`src/hdl/tws_pkg.sv`:
```
`default_nettype none
package tws_pkg;

    // input kinds (s_tuser)
    localparam logic CMD_REGISTER = 1'b0;
    localparam logic CMD_TICK     = 1'b1;

    // result kinds (m_tuser)
    localparam logic [2:0] ST_ACCEPTED = 3'd0;
    localparam logic [2:0] ST_FIRED    = 3'd1;
    localparam logic [2:0] ST_NONE     = 3'd2;
    localparam logic [2:0] ST_FULL     = 3'd3;
    localparam logic [2:0] ST_BAD      = 3'd4;

    // controller to datapath
    typedef struct packed {
        logic clr_step;    // clear one fill entry
        logic latch_in;    // capture the input word
        logic reg_rd;      // read fill of target slot
        logic reg_commit;  // store task, emit register result
        logic tick_start;  // advance tick, read fill of old slot
        logic tick_fill;   // capture fill, empty old slot
        logic slot_rd;     // read next slot entry
        logic slot_take;   // stage slot entry
        logic scan_start;  // restart heap minimum search
        logic scan_rd;     // read heap entry at scan index
        logic scan_cmp;    // compare entry against best
        logic heap_take;   // stage best, shrink heap, read last entry
        logic heap_move;   // move last entry into the hole
        logic finish;      // emit final result
    } tws_cmd_t;

    // datapath to controller
    typedef struct packed {
        logic clr_done;
        logic is_tick;
        logic out_free;
        logic staged_valid;
        logic k_lt_n;
        logic heap_empty;
        logic scan_last;
        logic best_passed;
    } tws_stat_t;

endpackage
`default_nettype wire

```
`src/hdl/tws_ctrl.sv`:
```
`default_nettype none
module tws_ctrl import tws_pkg::*; (
    input  wire logic      aclk,
    input  wire logic      aresetn,
    input  wire logic      s_tvalid,
    output logic           s_tready,
    input  wire tws_stat_t stat,
    output tws_cmd_t       cmd
);

    typedef enum logic [3:0] {
        S_CLEAR, S_IDLE, S_REG_RD, S_REG_WR, S_TICK_RD, S_TICK_FILL,
        S_SLOT_CHK, S_SLOT_WAIT, S_SCAN_RD, S_SCAN_CMP, S_DECIDE, S_MOVE, S_FINISH
    } state_t;

    state_t state_reg, state_next;
    logic   can_stage;

    // a staged word may only be pushed out into a free output register
    assign can_stage = !stat.staged_valid || stat.out_free;
    assign s_tready  = (state_reg == S_IDLE);

    always_comb begin
        cmd        = '0;
        state_next = state_reg;
        case (state_reg)
            S_CLEAR: begin
                cmd.clr_step = 1'b1;
                if (stat.clr_done) state_next = S_IDLE;
            end
            S_IDLE: begin
                if (s_tvalid) begin
                    cmd.latch_in = 1'b1;
                    state_next   = S_REG_RD;
                end
            end
            S_REG_RD: begin
                if (stat.is_tick) begin
                    state_next = S_TICK_RD;
                end else begin
                    cmd.reg_rd = 1'b1;
                    state_next = S_REG_WR;
                end
            end
            S_REG_WR: begin
                if (stat.out_free) begin
                    cmd.reg_commit = 1'b1;
                    state_next     = S_IDLE;
                end
            end
            S_TICK_RD: begin
                cmd.tick_start = 1'b1;
                state_next     = S_TICK_FILL;
            end
            S_TICK_FILL: begin
                cmd.tick_fill = 1'b1;
                state_next    = S_SLOT_CHK;
            end
            S_SLOT_CHK: begin
                if (stat.k_lt_n) begin
                    cmd.slot_rd = 1'b1;
                    state_next  = S_SLOT_WAIT;
                end else begin
                    cmd.scan_start = 1'b1;
                    state_next     = stat.heap_empty ? S_FINISH : S_SCAN_RD;
                end
            end
            S_SLOT_WAIT: begin
                if (can_stage) begin
                    cmd.slot_take = 1'b1;
                    state_next    = S_SLOT_CHK;
                end
            end
            S_SCAN_RD: begin
                cmd.scan_rd = 1'b1;
                state_next  = S_SCAN_CMP;
            end
            S_SCAN_CMP: begin
                cmd.scan_cmp = 1'b1;
                state_next   = stat.scan_last ? S_DECIDE : S_SCAN_RD;
            end
            S_DECIDE: begin
                if (!stat.best_passed) begin
                    state_next = S_FINISH;
                end else if (can_stage) begin
                    cmd.heap_take = 1'b1;
                    state_next    = S_MOVE;
                end
            end
            S_MOVE: begin
                cmd.heap_move  = 1'b1;
                cmd.scan_start = 1'b1;
                state_next     = stat.heap_empty ? S_FINISH : S_SCAN_RD;
            end
            S_FINISH: begin
                if (stat.out_free) begin
                    cmd.finish = 1'b1;
                    state_next = S_IDLE;
                end
            end
            default: state_next = S_IDLE;
        endcase
    end

    always_ff @(posedge aclk) begin
        if (!aresetn) begin
            state_reg <= S_CLEAR;
        end else begin
            state_reg <= state_next;
        end
    end

endmodule
`default_nettype wire

```
`config.mk`:
```
export PLATFORM = sky130hd
export DESIGN_NAME = tws_ctrl
export DESIGN_NICKNAME = d
export VERILOG_FILES = /design/src/hdl/tws_pkg.sv /design/src/hdl/tws_ctrl.sv
export SDC_FILE = /design/constraint.sdc
export NUM_CORES = 1
export LEC_CHECK = 0
export BUFFER_PORTS_ARGS = -buffer_cell sky130_fd_sc_hd__buf_2
export CORE_AREA = 2 2 42 44
export DETAILED_ROUTE_END_ITERATION = 16
export DIE_AREA = 0 0 44 46
export GPL_ROUTABILITY_DRIVEN = 0
export SETUP_SLACK_MARGIN = 0.1
export SYNTH_ARGS = -nofsm -noshare
export SYNTH_HDL_FRONTEND = slang
export SYNTH_SLANG_ARGS = --single-unit
```
`constraint.sdc`:
```
create_clock -name aclk -period 3.25 [get_ports aclk]
set_input_delay 0.325 -clock aclk [delete_from_list [all_inputs] [get_ports aclk]]
set_output_delay 0.325 -clock aclk [all_outputs]
set_load 0.01 [all_outputs]
```
==> results.ini, run 1 <==
[synthesis]
synth-simple-area-share=0.416
synth_compound_area_frac=0.290
ys_warn_count=0
synth_area_per_cell_um2=6.84
yosysSeqAreaShare=0.152
syn_inst=77
synth_top_family_by_area=simple AND/OR/NAND/NOR gates
ys_ff_latch=4
synth_xor_area_frac=0
synth.cell_area_um2=527
synth_fa_ha_area_frac=0
synth_cell_types=32
synth_nets=88
synth.area.mux_share=0.0665

[floorplan]
start_util=0.326
rows=15
core-area_um2=1610
die-height_um=46
io_pins=26
design.die.area_um2=2020
die_w_um=44

[global_route]
grt_pass1_wl_um=2290
grt_pass1_vias=509
grt_max_degree=16
grt_usage=0.151
gr-total-overflow=0
antenna_found_initial=0

[critical_path]
reg2reg_to=state_reg[2]$_SDFFE_PN0P_
cp.required_ps=2920
worstRegToRegCells=5
start_kind=flop
crit_arrival_ps=1530
endpoint_kind=primary output
critPathKind=flop to primary output
cp_max_fo=14
r2r-start=state_reg[0]$_SDFFE_PN0P_
rrSetupSlack_ps=1570

[clocking]
holdBufCountCts=0
cts_post_setup_buffers_inserted=0
clk_pin_slew_ps=40
cts_tree=built
clock_path_buffers=2
clk_latency_ps=230
cts_root_buf=clkbuf_4
htreeDepth=1
cts_resized=0
numCtsBuffers=3
cts.sinks=4

[sta]
hold_ws_ps=393
fmax_mhz=538
rsz0062_at_grt=no
maxSlewViolCount=0
finalSetupTns_ps=0
finalClockSkew_ps=6.59
setup_viol=0
post-route-period-util=0.572
tightest_slew_ps=441
slew_headroom=0.706
fin_crit_ps=1860
final-hold-violation-count=0

[hold_path]
hp-class=primary input to flop
holdPathEnd=state_reg[3]$_SDFFE_PN0P_
hold_depth=2
hp-start=aresetn

[final_layout]
largest_reg_flops=4
syn_to_final_growth_pct=25.9
final_cell_mix=buf_2, nor2_1, nand2_1
drive_gt1_frac=0.330
postLayoutCoreUtil=0.411
final_common_cell=buf_2
layout.nets=113
antenna_cells=0
postLayoutCellArea_um2=663

[power]
power_density_nw_per_um2=496
combPwrFrac=0.543
swShare=0.434
p_clk_frac=0.184
peakVddDrop_mv=0.326
p_sw_w=0.000143
p_int_w=0.000186
pwr-share-seq=0.273
p_leak_nw=0.303

[place]
port_buffers=25
dp_hpwl_um=1090
place_area_um2=641

[route]
num_vias=618
vias_per_cell=5.28
ant_nets=0
dr.pass1.iters=4
avgRoutedWirePerCell_um=12.3
wl_um=1440
drtIter0Drc=27
drc=0

[run_status]
status=completed

[job]
drv_cap=0

worst max-delay path, stage by stage (launching register included):
cell and delay, ps:
dfxtp_1 550, nand2b_1 240, nor4b_1 330, buf_2 180
cell type report:
cell class,instances,area [µm²]
fillers,174,951
multi-input cells,66,407
repair buffers,25,125
flip-flops and latches,4,80.1
clock buffers,3,22.5
well taps,17,21.3
inverters,2,7.51
kinds of logic after synthesis:
kind of cell	Yosys count
flip-flops	4
AND/OR/NAND/NOR	44
AO/OA/AOI/OAI	19
multiplexers	3
buffers and inverters	7
routing by layer:
layer | GRT usage | vias to the layer above | part of all wire
li1 | - | 319 | -
met1 | 0.224 | 259 | 0.52
met2 | 0.226 | 40 | 0.39
met3 | 0.0357 | 0 | 0.090
met4 | 0.0182 | 0 | 0
met5 | 0 | - | 0
power by group through the flow:
| stage | Clock, W | Combinational [W] | Sequential, W |
|---|---|---|---|
| 3_3_place_gp | 0 | 0.000180 | 0.0000900 |
| 2_1_floorplan | 0 | 0.000166 | 0.0000661 |
| 3_5_place_dp | 0 | 0.000179 | 0.0000907 |
| 4_1_cts | 0.0000643 | 0.000180 | 0.0000901 |
| 6_report | 0.0000605 | 0.000179 | 0.0000897 |
| 5_1_grt | 0.0000679 | 0.000196 | 0.0000939 |
metrics by stage:
stage          instances  total power, W  setup slack, ps
3_5_place_dp         114        0.000270             1580
4_1_cts              117        0.000334             1400
5_1_grt              117        0.000358             1240
2_1_floorplan         77        0.000232             1750
3_3_place_gp         114        0.000270             1580
6_report             117        0.000329             1390
worst max path at each step:
stage / startpoint / endpoint / slack, ps / cells after the start
final: state_reg[3]$_SDFFE_PN0P_ / cmd[2] / 1390 / 3
after global routing: state_reg[3]$_SDFFE_PN0P_ / cmd[2] / 1240 / 3
after CTS: state_reg[3]$_SDFFE_PN0P_ / cmd[2] / 1400 / 3
after detailed placement: state_reg[0]$_SDFFE_PN0P_ / state_reg[2]$_SDFFE_PN0P_ / 1580 / 5
after global placement: state_reg[0]$_SDFFE_PN0P_ / state_reg[3]$_SDFFE_PN0P_ / 1580 / 5
after floorplan: state_reg[3]$_SDFFE_PN0P_ / cmd[2] / 1750 / 3
cell usage after synthesis:
library cell  instances  share of area
a31oi_1               1          0.012
nor3_1                5          0.047
nor4b_1               1          0.017
buf_2                 2          0.019
nand4b_1              1          0.017
and2_1                1          0.012
or2_1                 2          0.024
nand3_1               1         0.0095
a21oi_1               7          0.067
inv_1                 1         0.0071
a211o_1               1          0.017
buf_4                 1          0.014
o221a_1               1          0.021
inv_2                 1         0.0071
o21bai_2              1          0.021
mux2i_1               2          0.038
nand2_1               9          0.064
o31a_2                1          0.019
nor2_1               13          0.093
mux2_4                1          0.028
o31ai_1               1          0.014
nor3b_1               1          0.014
o21ai_0               2          0.019
nor2b_1               5          0.059
nand2b_1              5          0.059
clkbuf_1              1         0.0071
o32ai_1               1          0.017
dfxtp_1               4           0.15
o22ai_1               1          0.012
a311o_1               1          0.019
buf_6                 1          0.021
o32ai_4               1          0.052
(Power assumes the default switching activity.)
==> run 2, diff against run 1 <==
clock period = 1.9 ns   (was 3.25 ns; I/O delays follow)
==> run 2 against run 1 <==
  * Die area stayed put
  * Core utilization is 1.1 points higher
  * Wire length is 6.3% higher
  * Combinational power is 84% higher
  * Register-to-register slack worse by 1200 ps
  * Hold slack worse by 130 ps
  * Sequential power is 54% higher
  * Clock power is 69% higher
  * Setup slack worse by 1100 ps
  * Non-clock buffer count is 2 higher
  * Critical path depth stayed put
==> results.ini, run 2 (synthesis results as in run 1) <==
[sta]
tightest_slew_ps=305
fin_crit_ps=1580
final-hold-violation-count=0
setup_viol=0
fmax_mhz=631
post-route-period-util=0.833
finalClockSkew_ps=3.15
finalSetupTns_ps=0
worst_slack_ps=316
maxSlewViolCount=0
rsz0062_at_grt=no
slew_headroom=0.796

[final_layout]
postLayoutCellArea_um2=681
drive_gt1_frac=0.363
num-fill-cells=178
largest_reg_flops=4
layout.nets=115
final_cell_mix=buf_2, nor2_1, nand2_1
final_common_cell=buf_2
syn_to_final_growth_pct=29.2
antenna_cells=0

[floorplan]
rows=15
die-height_um=46
io_pins=26
core-area_um2=1610
design.die.area_um2=2020
die_w_um=44
start_util=0.326

[global_route]
grt_usage=0.171
gr-total-overflow=0
grt_pass1_vias=578
antenna_found_initial=0
grt_pass1_wl_um=2590
grt_max_degree=15

[critical_path]
reg2reg_to=state_reg[3]$_SDFFE_PN0P_
worstRegToRegCells=5
critPathKind=flop to primary output
r2r-start=state_reg[0]$_SDFFE_PN0P_
rrSetupSlack_ps=400
crit_arrival_ps=1390
endpoint_kind=primary output
cp_max_fo=14
startpoint=state_reg[3]$_SDFFE_PN0P_
cp.required_ps=1710
start_kind=flop

[clocking]
cts_resized=0
clk_latency_ps=230
cts.sinks=4
cts_post_setup_buffers_inserted=0
numCtsBuffers=3
cts_root_buf=clkbuf_4
holdBufCountCts=0
clock_path_buffers=2
clk_pin_slew_ps=30
htreeDepth=1
cts_tree=built

[place]
place_ws_ps=252
port_buffers=25
dp_hpwl_um=1170
place_area_um2=656

[route]
drc=0
num_vias=643
vias_per_cell=5.40
wl_um=1530
avgRoutedWirePerCell_um=12.9
drtIter0Drc=19
ant_nets=0
dr.pass1.iters=4

[hold_path]
hold_depth=2
hp-start=aresetn
holdPathEnd=state_reg[3]$_SDFFE_PN0P_
hp-class=primary input to flop

[power]
peakVddDrop_mv=0.504
power_density_nw_per_um2=837
p_leak_nw=0.315
p_total_w=0.000569

[job]
drv_cap=0

[run_status]
status=completed

run 2: layer usage:
layer | wire length [µm] | share of wire | global-route usage | vias to the layer above
met5 | 0 | 0 | 0 | -
met4 | 0 | 0 | 0.0364 | 0
met3 | 124 | 0.081 | 0.0357 | 0
met2 | 694 | 0.45 | 0.271 | 27
met1 | 712 | 0.46 | 0.238 | 293
li1 | - | - | - | 323
run 2: power by group:
group	internal [W]	switching (W)
logic	0.000156	0.000174
clock network	0.0000704	0.0000312
registers	0.000102	0.0000359
run 2: area by class of cell:
| type | instances | area (µm²) | share of cell area |
|---|---|---|---|
| Tap cell | 17 | 21.3 | 0.0312 |
| Multi-Input combinational cell | 66 | 407 | 0.597 |
| Inverter | 2 | 7.51 | 0.0110 |
| Clock buffer | 3 | 22.5 | 0.0331 |
| Timing Repair Buffer | 27 | 140 | 0.206 |
| Sequential cell | 4 | 82.6 | 0.121 |
run 2: per-stage QoR:
step           std cells  hold slack [ps]   util
6_report             119              264  0.422
5_1_grt              119              285  0.422
4_1_cts              119              264  0.420
3_5_place_dp         116              508  0.406
3_3_place_gp         116              506  0.406
2_1_floorplan         77              332      -
run 2: worst max-delay path, cell delays in order (launching register included):
cell and delay (ps):
dfxtp_2 450, nand2b_1 210, nor4b_1 330, buf_2 180
run 2: worst max path at each step:
stage	to	slack (ps)	cells past startpoint
after floorplan	cmd[2]	540	3
after global placement	state_reg[3]$_SDFFE_PN0P_	320	5
after detailed placement	state_reg[3]$_SDFFE_PN0P_	250	5
after CTS	cmd[2]	150	3
after global routing	cmd[2]	160	3
final	cmd[2]	320	3
